`config.mk`:
```
export PLATFORM = sky130hd
export DESIGN_NAME = pid_controller_periodic_integral_reset
export DESIGN_NICKNAME = d
export VERILOG_FILES = /design/src/hdl/pcpir_pkg.sv /design/src/hdl/pcpir_front.sv /design/src/hdl/pcpir_step_queue.sv /design/src/hdl/pcpir_back.sv /design/src/hdl/pid_controller_periodic_integral_reset.sv
export VERILOG_INCLUDE_DIRS = /design/src /design/src/hdl
export SDC_FILE = /design/constraint.sdc
export NUM_CORES = 2
export LEC_CHECK = 0
export BUFFER_PORTS_ARGS = -buffer_cell sky130_fd_sc_hd__buf_2
export CAP_MARGIN = 20
export CORE_MARGIN = 2
export CORE_UTILIZATION = 70
export CTS_CLUSTER_SIZE = 16
export DETAILED_ROUTE_END_ITERATION = 12
export PLACE_DENSITY_LB_ADDON = 0.1
export RECOVER_POWER = 100
export SYNTH_ARGS = -nofsm -noshare
export SYNTH_HDL_FRONTEND = slang
export SYNTH_SLANG_ARGS = --single-unit
```
`constraint.sdc`:
```
create_clock -name clk -period 19.45 [get_ports clk]
set_input_delay 2.9175 -clock clk [delete_from_list [all_inputs] [get_ports clk]]
set_output_delay 2.9175 -clock clk [all_outputs]
set_load 0.05 [all_outputs]
```
`src/hdl/pid_controller_periodic_integral_reset_assert.svh`:
```
// Assertion macros for the PID controller block.
// Uses the clk and rst_n names of the module that expands them.
`ifndef PID_CONTROLLER_PERIODIC_INTEGRAL_RESET_ASSERT_SVH
`define PID_CONTROLLER_PERIODIC_INTEGRAL_RESET_ASSERT_SVH

`ifndef NO_ASSERTIONS

`define PCPIR_ASSERT_IMPLIES(label, ante, cons, msg) \
    label: assert property (@(posedge clk) disable iff (!rst_n) (ante) |-> (cons)) \
        else $error(msg);

`define PCPIR_ASSERT_NEXT(label, ante, cons, msg) \
    label: assert property (@(posedge clk) disable iff (!rst_n) (ante) |=> (cons)) \
        else $error(msg);

`else

`define PCPIR_ASSERT_IMPLIES(label, ante, cons, msg)

`define PCPIR_ASSERT_NEXT(label, ante, cons, msg)

`endif

`endif

```
`src/hdl/pcpir_pkg.sv`:
```
// Shared types and constants for the PID controller block.
// No dependencies.
`timescale 1ns / 1ps

package pcpir_pkg;

    localparam int SAMPLE_W   = 16;
    localparam int GAIN_W     = 16;
    localparam int FRAC_BITS  = 8;
    localparam int OUT_W      = 16;
    localparam int PERIOD_W   = 16;
    localparam int INTEG_W    = 32;
    localparam int ERR_W      = SAMPLE_W + 1;
    localparam int DERIV_W    = SAMPLE_W + 2;
    localparam int PROD_P_W   = GAIN_W + ERR_W;
    localparam int PROD_I_W   = GAIN_W + INTEG_W;
    localparam int PROD_D_W   = GAIN_W + DERIV_W;
    localparam int ACC_W      = PROD_I_W + 2;
    localparam int SHIFT_W    = ACC_W - FRAC_BITS;
    localparam int CFG_IDX_W  = 3;
    localparam int CFG_DATA_W = 16;

    localparam int QUEUE_DEPTH = 4;
    localparam int QUEUE_PTR_W = $clog2(QUEUE_DEPTH);
    localparam int QUEUE_CNT_W = QUEUE_PTR_W + 1;

    localparam logic signed [INTEG_W-1:0] INTEG_MAX = {1'b0, {(INTEG_W-1){1'b1}}};
    localparam logic signed [INTEG_W-1:0] INTEG_MIN = {1'b1, {(INTEG_W-1){1'b0}}};

    // Register indexes on the config port
    localparam logic [CFG_IDX_W-1:0] REG_GAIN_P        = 3'd0;
    localparam logic [CFG_IDX_W-1:0] REG_GAIN_I        = 3'd1;
    localparam logic [CFG_IDX_W-1:0] REG_GAIN_D        = 3'd2;
    localparam logic [CFG_IDX_W-1:0] REG_MIN_OUT       = 3'd3;
    localparam logic [CFG_IDX_W-1:0] REG_MAX_OUT       = 3'd4;
    localparam logic [CFG_IDX_W-1:0] REG_WINDUP_PERIOD = 3'd5;

    localparam logic ACTION_STEP  = 1'b0;
    localparam logic ACTION_CLEAR = 1'b1;

    typedef struct packed {
        logic signed [GAIN_W-1:0] gain_p;
        logic signed [GAIN_W-1:0] gain_i;
        logic signed [GAIN_W-1:0] gain_d;
        logic signed [OUT_W-1:0]  min_out;
        logic signed [OUT_W-1:0]  max_out;
        logic [PERIOD_W-1:0]      windup_period;
    } cfg_t;

    // Word handed from the front to the back: the three PID terms
    typedef struct packed {
        logic signed [ERR_W-1:0]   err;
        logic signed [INTEG_W-1:0] integ;
        logic signed [DERIV_W-1:0] deriv;
    } step_word_t;

endpackage

```
`src/hdl/pcpir_front.sv`:
```
// Front end: accepts input words, runs the error / integral / derivative
// state update and hands the terms to the step queue. Depends on pcpir_pkg.
`timescale 1ns / 1ps

module pcpir_front
    import pcpir_pkg::*;
(
    input  logic                       clk,
    input  logic                       rst_n,
    input  cfg_t                       cfg,
    input  logic                       push,
    output logic                       full,
    input  logic                       action,
    input  logic signed [SAMPLE_W-1:0] feedback,
    input  logic signed [SAMPLE_W-1:0] setpoint,
    input  logic                       q_full,
    output logic                       q_push,
    output step_word_t                 q_word
);

    logic signed [INTEG_W-1:0] integ_reg, integ_next;
    logic signed [ERR_W-1:0]   prev_err_reg, prev_err_next;
    logic [PERIOD_W-1:0]       count_reg, count_next;

    logic                      accept;
    logic signed [ERR_W-1:0]   err;
    logic signed [INTEG_W:0]   sum_wide;
    logic signed [INTEG_W-1:0] sum_sat;
    logic [PERIOD_W:0]         count_inc;

    assign full   = q_full;
    assign accept = push && !q_full;

    always_comb
    begin
        err       = ERR_W'(setpoint) - ERR_W'(feedback);
        sum_wide  = (INTEG_W+1)'(integ_reg) + (INTEG_W+1)'(err);
        // top two bits differ: the 32-bit sum overflowed
        if (sum_wide[INTEG_W] != sum_wide[INTEG_W-1])
        begin
            sum_sat = sum_wide[INTEG_W] ? INTEG_MIN : INTEG_MAX;
        end
        else
        begin
            sum_sat = sum_wide[INTEG_W-1:0];
        end
        count_inc = {1'b0, count_reg} + (PERIOD_W+1)'(1);
    end

    always_comb
    begin
        q_word.err   = err;
        q_word.integ = sum_sat;
        q_word.deriv = DERIV_W'(err) - DERIV_W'(prev_err_reg);
        q_push       = accept && (action == ACTION_STEP);
    end

    always_comb
    begin
        integ_next    = integ_reg;
        prev_err_next = prev_err_reg;
        count_next    = count_reg;
        if (accept)
        begin
            if (action == ACTION_CLEAR)
            begin
                integ_next    = '0;
                prev_err_next = '0;
            end
            else
            begin
                prev_err_next = err;
                // forced clear once the period is reached
                if (count_inc >= {1'b0, cfg.windup_period})
                begin
                    integ_next = '0;
                    count_next = '0;
                end
                else
                begin
                    integ_next = sum_sat;
                    count_next = count_inc[PERIOD_W-1:0];
                end
            end
        end
    end

    always_ff @(posedge clk or negedge rst_n)
    begin
        if (!rst_n)
        begin
            integ_reg    <= '0;
            prev_err_reg <= '0;
            count_reg    <= '0;
        end
        else
        begin
            integ_reg    <= integ_next;
            prev_err_reg <= prev_err_next;
            count_reg    <= count_next;
        end
    end

endmodule

```
`src/hdl/pcpir_step_queue.sv`:
```
// Short queue of step words between the front and the back.
// Depends on pcpir_pkg.
`timescale 1ns / 1ps

module pcpir_step_queue
    import pcpir_pkg::*;
(
    input  logic       clk,
    input  logic       rst_n,
    input  logic       wr,
    input  step_word_t wr_word,
    output logic       full,
    output logic       valid,
    input  logic       rd,
    output step_word_t rd_word
);

    step_word_t             slot_reg [QUEUE_DEPTH];
    logic [QUEUE_PTR_W-1:0] wr_ptr_reg, wr_ptr_next;
    logic [QUEUE_PTR_W-1:0] rd_ptr_reg, rd_ptr_next;
    logic [QUEUE_CNT_W-1:0] count_reg, count_next;
    logic                   do_wr, do_rd;

    assign full    = (count_reg == QUEUE_CNT_W'(QUEUE_DEPTH));
    assign valid   = (count_reg != '0);
    assign rd_word = slot_reg[rd_ptr_reg];
    assign do_wr   = wr && !full;
    assign do_rd   = rd && valid;

    always_comb
    begin
        wr_ptr_next = wr_ptr_reg + QUEUE_PTR_W'(do_wr);
        rd_ptr_next = rd_ptr_reg + QUEUE_PTR_W'(do_rd);
        count_next  = count_reg + QUEUE_CNT_W'(do_wr) - QUEUE_CNT_W'(do_rd);
    end

    always_ff @(posedge clk or negedge rst_n)
    begin
        if (!rst_n)
        begin
            wr_ptr_reg <= '0;
            rd_ptr_reg <= '0;
            count_reg  <= '0;
        end
        else
        begin
            wr_ptr_reg <= wr_ptr_next;
            rd_ptr_reg <= rd_ptr_next;
            count_reg  <= count_next;
        end
    end

    always_ff @(posedge clk)
    begin
        if (do_wr)
        begin
            slot_reg[wr_ptr_reg] <= wr_word;
        end
    end

endmodule

```
`src/hdl/pcpir_back.sv`:
```
// Back end: gain multiplies, accumulate, shift and clamp, then the result
// queue toward the output ports. Depends on pcpir_pkg.
`timescale 1ns / 1ps

module pcpir_back
    import pcpir_pkg::*;
(
    input  logic                    clk,
    input  logic                    rst_n,
    input  cfg_t                    cfg,
    input  logic                    q_valid,
    input  step_word_t              q_word,
    output logic                    q_pop,
    output logic                    empty,
    input  logic                    pop,
    output logic signed [OUT_W-1:0] drive,
    output logic                    clamped
);

    // stage 1: products
    logic                       v1_reg, v1_next;
    logic signed [PROD_P_W-1:0] pp_reg;
    logic signed [PROD_I_W-1:0] pi_reg;
    logic signed [PROD_D_W-1:0] pd_reg;
    // stage 2: accumulated sum
    logic                       v2_reg, v2_next;
    logic signed [ACC_W-1:0]    acc_reg;

    // result queue
    logic signed [OUT_W-1:0] res_drive_reg [QUEUE_DEPTH];
    logic                    res_clamp_reg [QUEUE_DEPTH];
    logic [QUEUE_PTR_W-1:0]  wr_ptr_reg, wr_ptr_next;
    logic [QUEUE_PTR_W-1:0]  rd_ptr_reg, rd_ptr_next;
    logic [QUEUE_CNT_W-1:0]  count_reg, count_next;
    logic [QUEUE_CNT_W:0]    committed;
    logic                    do_rd;

    logic signed [SHIFT_W-1:0] shifted;
    logic signed [SHIFT_W-1:0] min_ext, max_ext;
    logic                      lo_hit, hi_hit;
    logic signed [OUT_W-1:0]   res_drive;
    logic                      res_clamp;

    // only take a word when the result queue has room for everything in flight
    always_comb
    begin
        committed = (QUEUE_CNT_W+1)'(count_reg) + (QUEUE_CNT_W+1)'(v1_reg)
                  + (QUEUE_CNT_W+1)'(v2_reg);
        q_pop     = q_valid && (committed < (QUEUE_CNT_W+1)'(QUEUE_DEPTH));
        v1_next   = q_pop;
        v2_next   = v1_reg;
    end

    always_comb
    begin
        shifted = SHIFT_W'(acc_reg >>> FRAC_BITS);
        min_ext = SHIFT_W'(cfg.min_out);
        max_ext = SHIFT_W'(cfg.max_out);
        lo_hit  = shifted < min_ext;
        // upper limit is applied after the lower one
        hi_hit  = lo_hit ? (cfg.min_out > cfg.max_out) : (shifted > max_ext);
        if (hi_hit)
        begin
            res_drive = cfg.max_out;
        end
        else if (lo_hit)
        begin
            res_drive = cfg.min_out;
        end
        else
        begin
            res_drive = shifted[OUT_W-1:0];
        end
        res_clamp = lo_hit || hi_hit;
    end

    assign empty   = (count_reg == '0);
    assign do_rd   = pop && !empty;
    assign drive   = res_drive_reg[rd_ptr_reg];
    assign clamped = res_clamp_reg[rd_ptr_reg];

    always_comb
    begin
        wr_ptr_next = wr_ptr_reg + QUEUE_PTR_W'(v2_reg);
        rd_ptr_next = rd_ptr_reg + QUEUE_PTR_W'(do_rd);
        count_next  = count_reg + QUEUE_CNT_W'(v2_reg) - QUEUE_CNT_W'(do_rd);
    end

    always_ff @(posedge clk or negedge rst_n)
    begin
        if (!rst_n)
        begin
            v1_reg     <= 1'b0;
            v2_reg     <= 1'b0;
            wr_ptr_reg <= '0;
            rd_ptr_reg <= '0;
            count_reg  <= '0;
        end
        else
        begin
            v1_reg     <= v1_next;
            v2_reg     <= v2_next;
            wr_ptr_reg <= wr_ptr_next;
            rd_ptr_reg <= rd_ptr_next;
            count_reg  <= count_next;
        end
    end

    always_ff @(posedge clk)
    begin
        if (q_pop)
        begin
            pp_reg <= cfg.gain_p * q_word.err;
            pi_reg <= cfg.gain_i * q_word.integ;
            pd_reg <= cfg.gain_d * q_word.deriv;
        end
        if (v1_reg)
        begin
            acc_reg <= ACC_W'(pp_reg) + ACC_W'(pi_reg) + ACC_W'(pd_reg);
        end
        if (v2_reg)
        begin
            res_drive_reg[wr_ptr_reg] <= res_drive;
            res_clamp_reg[wr_ptr_reg] <= res_clamp;
        end
    end

endmodule

```
`src/hdl/pid_controller_periodic_integral_reset.sv`:
```
// PID step with saturating integral, periodic integral clear and output clamp.
// Path: step queue, product registers, accumulator, result queue, outputs.
// Throughput: one item per cycle while full is low, set by the integral update
// loop in the front end; gain products and clamp are pipelined in the back end.
// Reset: rst_n (async, active low) clears the integral, last error, step
// count and both queues, and loads the register defaults.
`timescale 1ns / 1ps
`include "pid_controller_periodic_integral_reset_assert.svh"

module pid_controller_periodic_integral_reset
    import pcpir_pkg::*;
(
    input  logic                         clk,
    input  logic                         rst_n,
    input  logic                         cfg_wr_en,
    input  logic [CFG_IDX_W-1:0]         cfg_index,
    input  logic [CFG_DATA_W-1:0]        cfg_data,
    input  logic                         push,
    output logic                         full,
    input  logic                         action,
    input  logic signed [SAMPLE_W-1:0]   feedback,
    input  logic signed [SAMPLE_W-1:0]   setpoint,
    output logic                         empty,
    input  logic                         pop,
    output logic signed [OUT_W-1:0]      drive,
    output logic                         clamped
);

    cfg_t       cfg_reg, cfg_next;
    logic       mid_push, mid_full, mid_valid, mid_pop;
    step_word_t mid_wr_word, mid_rd_word;

    always_comb
    begin
        cfg_next = cfg_reg;
        if (cfg_wr_en)
        begin
            case (cfg_index)
                REG_GAIN_P:        cfg_next.gain_p        = cfg_data;
                REG_GAIN_I:        cfg_next.gain_i        = cfg_data;
                REG_GAIN_D:        cfg_next.gain_d        = cfg_data;
                REG_MIN_OUT:       cfg_next.min_out       = cfg_data;
                REG_MAX_OUT:       cfg_next.max_out       = cfg_data;
                REG_WINDUP_PERIOD: cfg_next.windup_period = cfg_data;
                default:           cfg_next = cfg_reg;
            endcase
        end
    end

    always_ff @(posedge clk or negedge rst_n)
    begin
        if (!rst_n)
        begin
            cfg_reg.gain_p        <= '0;
            cfg_reg.gain_i        <= '0;
            cfg_reg.gain_d        <= '0;
            cfg_reg.min_out       <= {1'b1, {(OUT_W-1){1'b0}}};
            cfg_reg.max_out       <= {1'b0, {(OUT_W-1){1'b1}}};
            cfg_reg.windup_period <= '1;
        end
        else
        begin
            cfg_reg <= cfg_next;
        end
    end

    pcpir_front u_front (
        .clk      (clk),
        .rst_n    (rst_n),
        .cfg      (cfg_reg),
        .push     (push),
        .full     (full),
        .action   (action),
        .feedback (feedback),
        .setpoint (setpoint),
        .q_full   (mid_full),
        .q_push   (mid_push),
        .q_word   (mid_wr_word)
    );

    pcpir_step_queue u_queue (
        .clk     (clk),
        .rst_n   (rst_n),
        .wr      (mid_push),
        .wr_word (mid_wr_word),
        .full    (mid_full),
        .valid   (mid_valid),
        .rd      (mid_pop),
        .rd_word (mid_rd_word)
    );

    pcpir_back u_back (
        .clk     (clk),
        .rst_n   (rst_n),
        .cfg     (cfg_reg),
        .q_valid (mid_valid),
        .q_word  (mid_rd_word),
        .q_pop   (mid_pop),
        .empty   (empty),
        .pop     (pop),
        .drive   (drive),
        .clamped (clamped)
    );

    `PCPIR_ASSERT_IMPLIES(a_clear_no_word, push && !full && action == ACTION_CLEAR, !mid_push, "clear item wrote a step word")
    `PCPIR_ASSERT_IMPLIES(a_step_word, push && !full && action == ACTION_STEP, mid_push, "accepted step wrote no step word")
    `PCPIR_ASSERT_IMPLIES(a_pop_valid, mid_pop, mid_valid, "back end took from an empty step queue")
    `PCPIR_ASSERT_NEXT(a_full_holds, full && !mid_pop, full, "step queue left full without a read")

endmodule
```
* Yosys cells after proc, flatten, opt, wreduce, memory -nomap -nowiden *
Memory sizes are Yosys's and may differ from the RTL's.
Index checks and enable logic that the tools add are counted.

word-level totals
  register bits = 342
  latch bits = 0
  bits in writable memories = 336
  memory bits (read-only) = 0
  bits of input ports = 57
  output and inout port bits = 19
  logic and storage cells = 88
  memories = 3

memory list
  memory                words  bits a word  read ports  clocked after memory_dff  wr ports  line                    RTL
  u_queue.slot_reg      4      67           1           0                         1         pcpir_step_queue.sv:18  step_word_t slot_reg [QUEUE_DEPTH];
  u_back.res_drive_reg  4      16           1           0                         1         pcpir_back.sv:30        logic signed [OUT_W-1:0] res_drive_reg [QUEUE_DEPTH];
  u_back.res_clamp_reg  4      1            1           0                         1         pcpir_back.sv:31        logic res_clamp_reg [QUEUE_DEPTH];

operators by class
  add/subtract/negate cells = 16
  multiply operators = 3
  divide/modulo/power cells = 0
  order comparisons = 5
  equality and inequality tests = 7
  shift-type cells = 0
  mux-type cells = 13
  bitwise operators = 1
  reduce and logical (&&, ||, !) cells = 19

operators with widths
  cell                                           count
  2-to-1 mux 32 bit                              4
  adder 49 x 34 -> 50 bit                        1
  adder 33 x 48 -> 49 bit                        1
  multiplier 16 x 32 -> 48 bit                   1
  2-to-1 mux 16 bit                              3
  greater-than comparator 42 x 16 -> 1 bit       1
  < comparator 42 x 16 -> 1 bit                  1
  multiplier 16 x 18 -> 34 bit                   1
  adder 32 x 17 -> 33 bit                        1
  multiplier 16 x 17 -> 33 bit                   1
  subtractor 17 x 17 -> 18 bit                   1
  adder 16 x 1 -> 17 bit, second input constant  1
  >= comparator 17 x 16 -> 1 bit                 1
  2-to-1 mux 17 bit                              1
  subtractor 16 x 16 -> 17 bit                   1
  greater-than comparator 16 bit                 1
  AND reduction 2 bit                            7
  == test 3 bit, second input constant           3
  adder 2 x 1 -> 2 bit                           4
  adder 3 x 1 -> 3 bit                           2
  == test 3 x 2 -> 1 bit, second input constant  2
  logical AND 1 bit                              6
  logical NOT 3 bit                              2
  subtractor 3 x 1 -> 3 bit                      2
  10 further kinds                               15

* Longest topological paths before layout *
  word-level depth = 7
  mapped depth = 30
  depth with buffers taken out = 28

* Modules after synthesis *
From an unflattened synthesis, not the netlist that was laid out.

unflattened totals
  cell total of the unflattened synthesis = 6717
  area total of the unflattened synthesis = 72523.3 um2

by module, submodules not included
  module                                  instances  cells each  area each (um2)
  pcpir_back                              1          5320        52085.0
  pcpir_step_queue                        1          382         10068.4
  pcpir_front                             1          807         6651.4
  pid_controller_periodic_integral_reset  1          208         3718.6

* Least setup slack after synthesis *
Ideal clock, no wire load.

  path kind = in2reg
  start = input setpoint[0]
  end = register u_front.integ_reg[0]
  setup time = 0.121 ns
  arrival = 9.820 ns
  slack = 9.509 ns
  cell stages on the path = 29
  buffers on the path = 1
  path through = inv_1 -> ha_1 -> inv_1 -> fa_1 -> a21o_1 -> a21oi_1 -> o21bai_1 -> a21oi_1 -> o21bai_1 -> a41oi_1 -> a211o_1 -> o21ai_0 -> o31ai_1 -> ha_1 -> a21o_1 -> a21o_1 -> a21oi_1 -> o21ai_0 -> a221o_1 -> a31oi_1 -> o21ai_1 -> a31o_2 -> a21o_1 -> xor2_1 -> ha_1 -> clkbuf_1 -> nor3b_2 -> nor2_1 -> a22o_1

RTL lines
  item                    line                                          RTL
  start: declaration      pid_controller_periodic_integral_reset.sv:22  input logic signed [SAMPLE_W-1:0] setpoint,
  end signal: assignment  pcpir_front.sv:98                             integ_reg <= integ_next;
  end: declaration        pcpir_front.sv:21                             logic signed [INTEG_W-1:0] integ_reg, integ_next;

==> impl_metrics.toml <==
[outcome]
status = "finished, violations left"
violations = "max-capacitance violations, max-slew violations"

[floorplanning]
die_w_um = 324.2
core_um2 = 101700
rows = 117
dieHeight_um = 324.2
start_util = 0.7055
die_area_um2 = 105100
ios = 76

[final_layout]
finalInstanceArea_um2 = 75270
largest_register_ffs = 268
finish.utilization = 0.7399
drive_above_1_share = 0.06052
fin_nets = 8338
fillerInstances = 7104
area_growth_syn_to_layout_pct = 4.867

[worst_setup_path]
crit_required_ns = 19.95
path_buf_inv = 4
crit_path_end_kind = "flop"
r2r_slack_ns = 6.78
cp-startpoint = "setpoint[0]"
rr_startpoint = "u_queue.rd_ptr_reg[0]"
cpMostUsedCell = "a21o_1"
slowest_delay_ns = 2.23
reg2reg_to = "u_back.pi_reg[42]"
path_class = "input pin to flop"
cp_slowest_cell = "o31ai_1"
crit_family = "compound AO/OA/AOI/OAI gates"
rr_worst_depth = 24
critical_path.startpoint_type = "input pin"
critPathMaxFanout = 24
crit_cells = 30
cp.arrival_ns = 13.44

[min_path]
holdPathEnd = "u_front.integ_reg[26]"
whs_path_depth = 2
hold_start = "u_front.integ_reg[26]"
hold_path.class = "flop to flop"

[yosys]
synth_fp_nets = 8390
avgSynthCellArea_um2 = 10.71
async_flop_share = 0.2642
synth.distinct_cells = 92
ys_seq_area_frac = 0.2685
yosys_warnings = 0
synth-main-ff-cell = "edfxtp_1"
netlist_area_um2 = 71780
ys_ff_latch = 670
synth_edf_count = 493
netlist_instances = 6704

[clock_network]
cts_setup_buffers = 0
cts_inserted_buffers = 68
clock-sinks = 670
clkLatencyLatePin_ns = 0.64
cts_buffer_depth = 3
h-tree-depth = 3
ctsHoldBuffers = 0
cts_resized = 0
cts_tree = "yes"
root_buffer = "clkbuf_16"
clk_pin_slew_ns = 0.06

[drt]
wl_per_cell_um = 23.25
drc = 0
vias = 48940
viasPerCell = 6.056
first_pass_iters = 6
drtIter0Drc = 4093
ant_nets = 0
drt-total-wl_um = 187900

[global_route]
grt_max_degree = 70
grtUsageTotal = 0.3759
antenna_found_initial = 7
overflow = 0
grt_pass1_wl_um = 295100
grt_pass1_vias = 52030

[sta]
final_hold_viol_count = 0
fin_ws_ns = 6.507
tns_ns = 0
final-max-slew-violation-count = 779
fin_crit_ns = 12.94
fin_skew_ns = 0.03777
timing.final.crit_share = 0.6655
setup_viol = 0
tightest_slew_ns = 4.249
max_freq_ghz = 0.07726
rsz0062_at_grt = "no"
slew_headroom = -1.833

[placed_design]
dpl_cell_area_um2 = 73320
dp_slack_ns = 8.518
globalplace.congestion = 0.9427
dpl.hpwl_um = 142800
io_buffers = 75

[flow_run]
maxCapViolCount = 17
-- synthesized netlist by cell type, types with 6 or more instances --
master       n  area [um^2]
o211ai_1    10        75.07
o21bai_1    25        187.7
edfxtp_1   493        14800
a311oi_1     6        52.55
o31ai_1     13        97.59
a22o_1      37        324.1
mux4_2      84         1892
nand3_1     57        285.3
fa_1      1104        22100
nor2_1     222        833.3
xor2_1      61        534.3
and2_1     416         2603
nand2_1    759         2849
inv_1     1336         5015
nor2b_1     36        225.2
a21oi_1    176        880.8
or2_2        6        37.54
o21a_1      32        240.2
a221o_1     26        260.3
buf_1       18        67.56
ha_1       525         6569
a211oi_1    21        157.7
o21ai_1     10        50.05
buf_2       10        50.05
clkbuf_1   209        784.5
o221ai_1    15        131.4
mux2_2      78        878.3
nand2b_1    46        287.8
dfrtp_1    145         3628
xnor2_1    167         1463
nor3_1      54        270.3
dfstp_2     32        840.8
o21ai_0    155        775.7
a31oi_1     18        112.6
nand4_1     41        256.5
a21o_1     109        818.3
and3_1      21        131.4
or3_1       10        62.56
a211o_1      9        78.83
-- cell usage in the layout, fill, tap and decap left out, types with 41 or more instances in the layout --
master,Yosys,final
a21o_1,109,109
a21oi_1,176,177
and2_1,416,391
buf_2,10,53
clkbuf_1,209,55
clkbuf_16,0,71
dfrtp_1,145,139
edfxtp_1,493,493
fa_1,1104,1104
ha_1,525,525
inv_1,1336,1337
mux2_2,78,78
mux4_2,84,84
nand2_1,759,759
nand2b_1,46,45
nand3_1,57,57
nand4_1,41,41
nor2_1,222,223
nor3_1,54,53
o21ai_0,155,162
xnor2_1,167,167
xor2_1,61,61
-- worst reg2reg max path, delay by kind of cell, from the launching register on --
family	cells	cell delay, ns
DFF	1	1.55
muxes	1	1.04
buffers and inverters	5	2.91
AOI/OAI and AO/OA	7	2.37
and+or+nand+nor	3	1.00
adders and majority gates	7	3.36
xor gates and xnor gates	1	0.19
-- cell families (layout without fill, tap and decap cells) --
family,after synthesis,in the layout,synth area share
compound gates,735,735,0.06950
flops,670,670,0.2685
simple gates,1702,1702,0.1130
xor+xnor,228,228,0.02782
other cells,0,6,0
fa+ha+maj,1629,1629,0.3994
mux,162,162,0.03859
buf+inv,1578,1582,0.08316
-- area by class of cell --
cell class	count	area (um^2)	share of cell area
sequential	670	19280	0.2561
inverter	1337	5019	0.06667
antenna	6	15.01	0.0001995
timing repair buffer	119	588.1	0.007812
multi-input combinational	4456	46400	0.6164
clock inverter	43	407.9	0.005419
tap	1368	1712	0.02274
clock buffer	83	1852	0.02460
-- stage by stage --
step,cells,hold slack [ns]
after floorplan,6704,0.4485
after global placement,7947,0.4642
after detailed placement,7948,0.4709
after CTS,8074,0.4928
after global routing,8076,0.5232
final,8082,0.4979
-- layer usage --
metal	GRT usage	wire length (um)	part of all wire	vias to the layer above
met1	0.4801	69900	0.37	24900
met2	0.6080	89220	0.47	2202
met5	0	13	0.000069	-
met4	0.2063	11620	0.062	2
met3	0.07745	17150	0.091	535
li1	-	-	-	21300
-- worst max path at each step --
stage,end
after detailed placement,u_front.integ_reg[24]
final,u_front.integ_reg[0]
after CTS,u_front.integ_reg[0]
after global placement,u_front.integ_reg[8]
after floorplan,u_front.integ_reg[0]
after global routing,u_back.pi_reg[47]
Power is not shown: default switching activity piles up to over one toggle a cycle in this logic, so the estimate is an artifact.
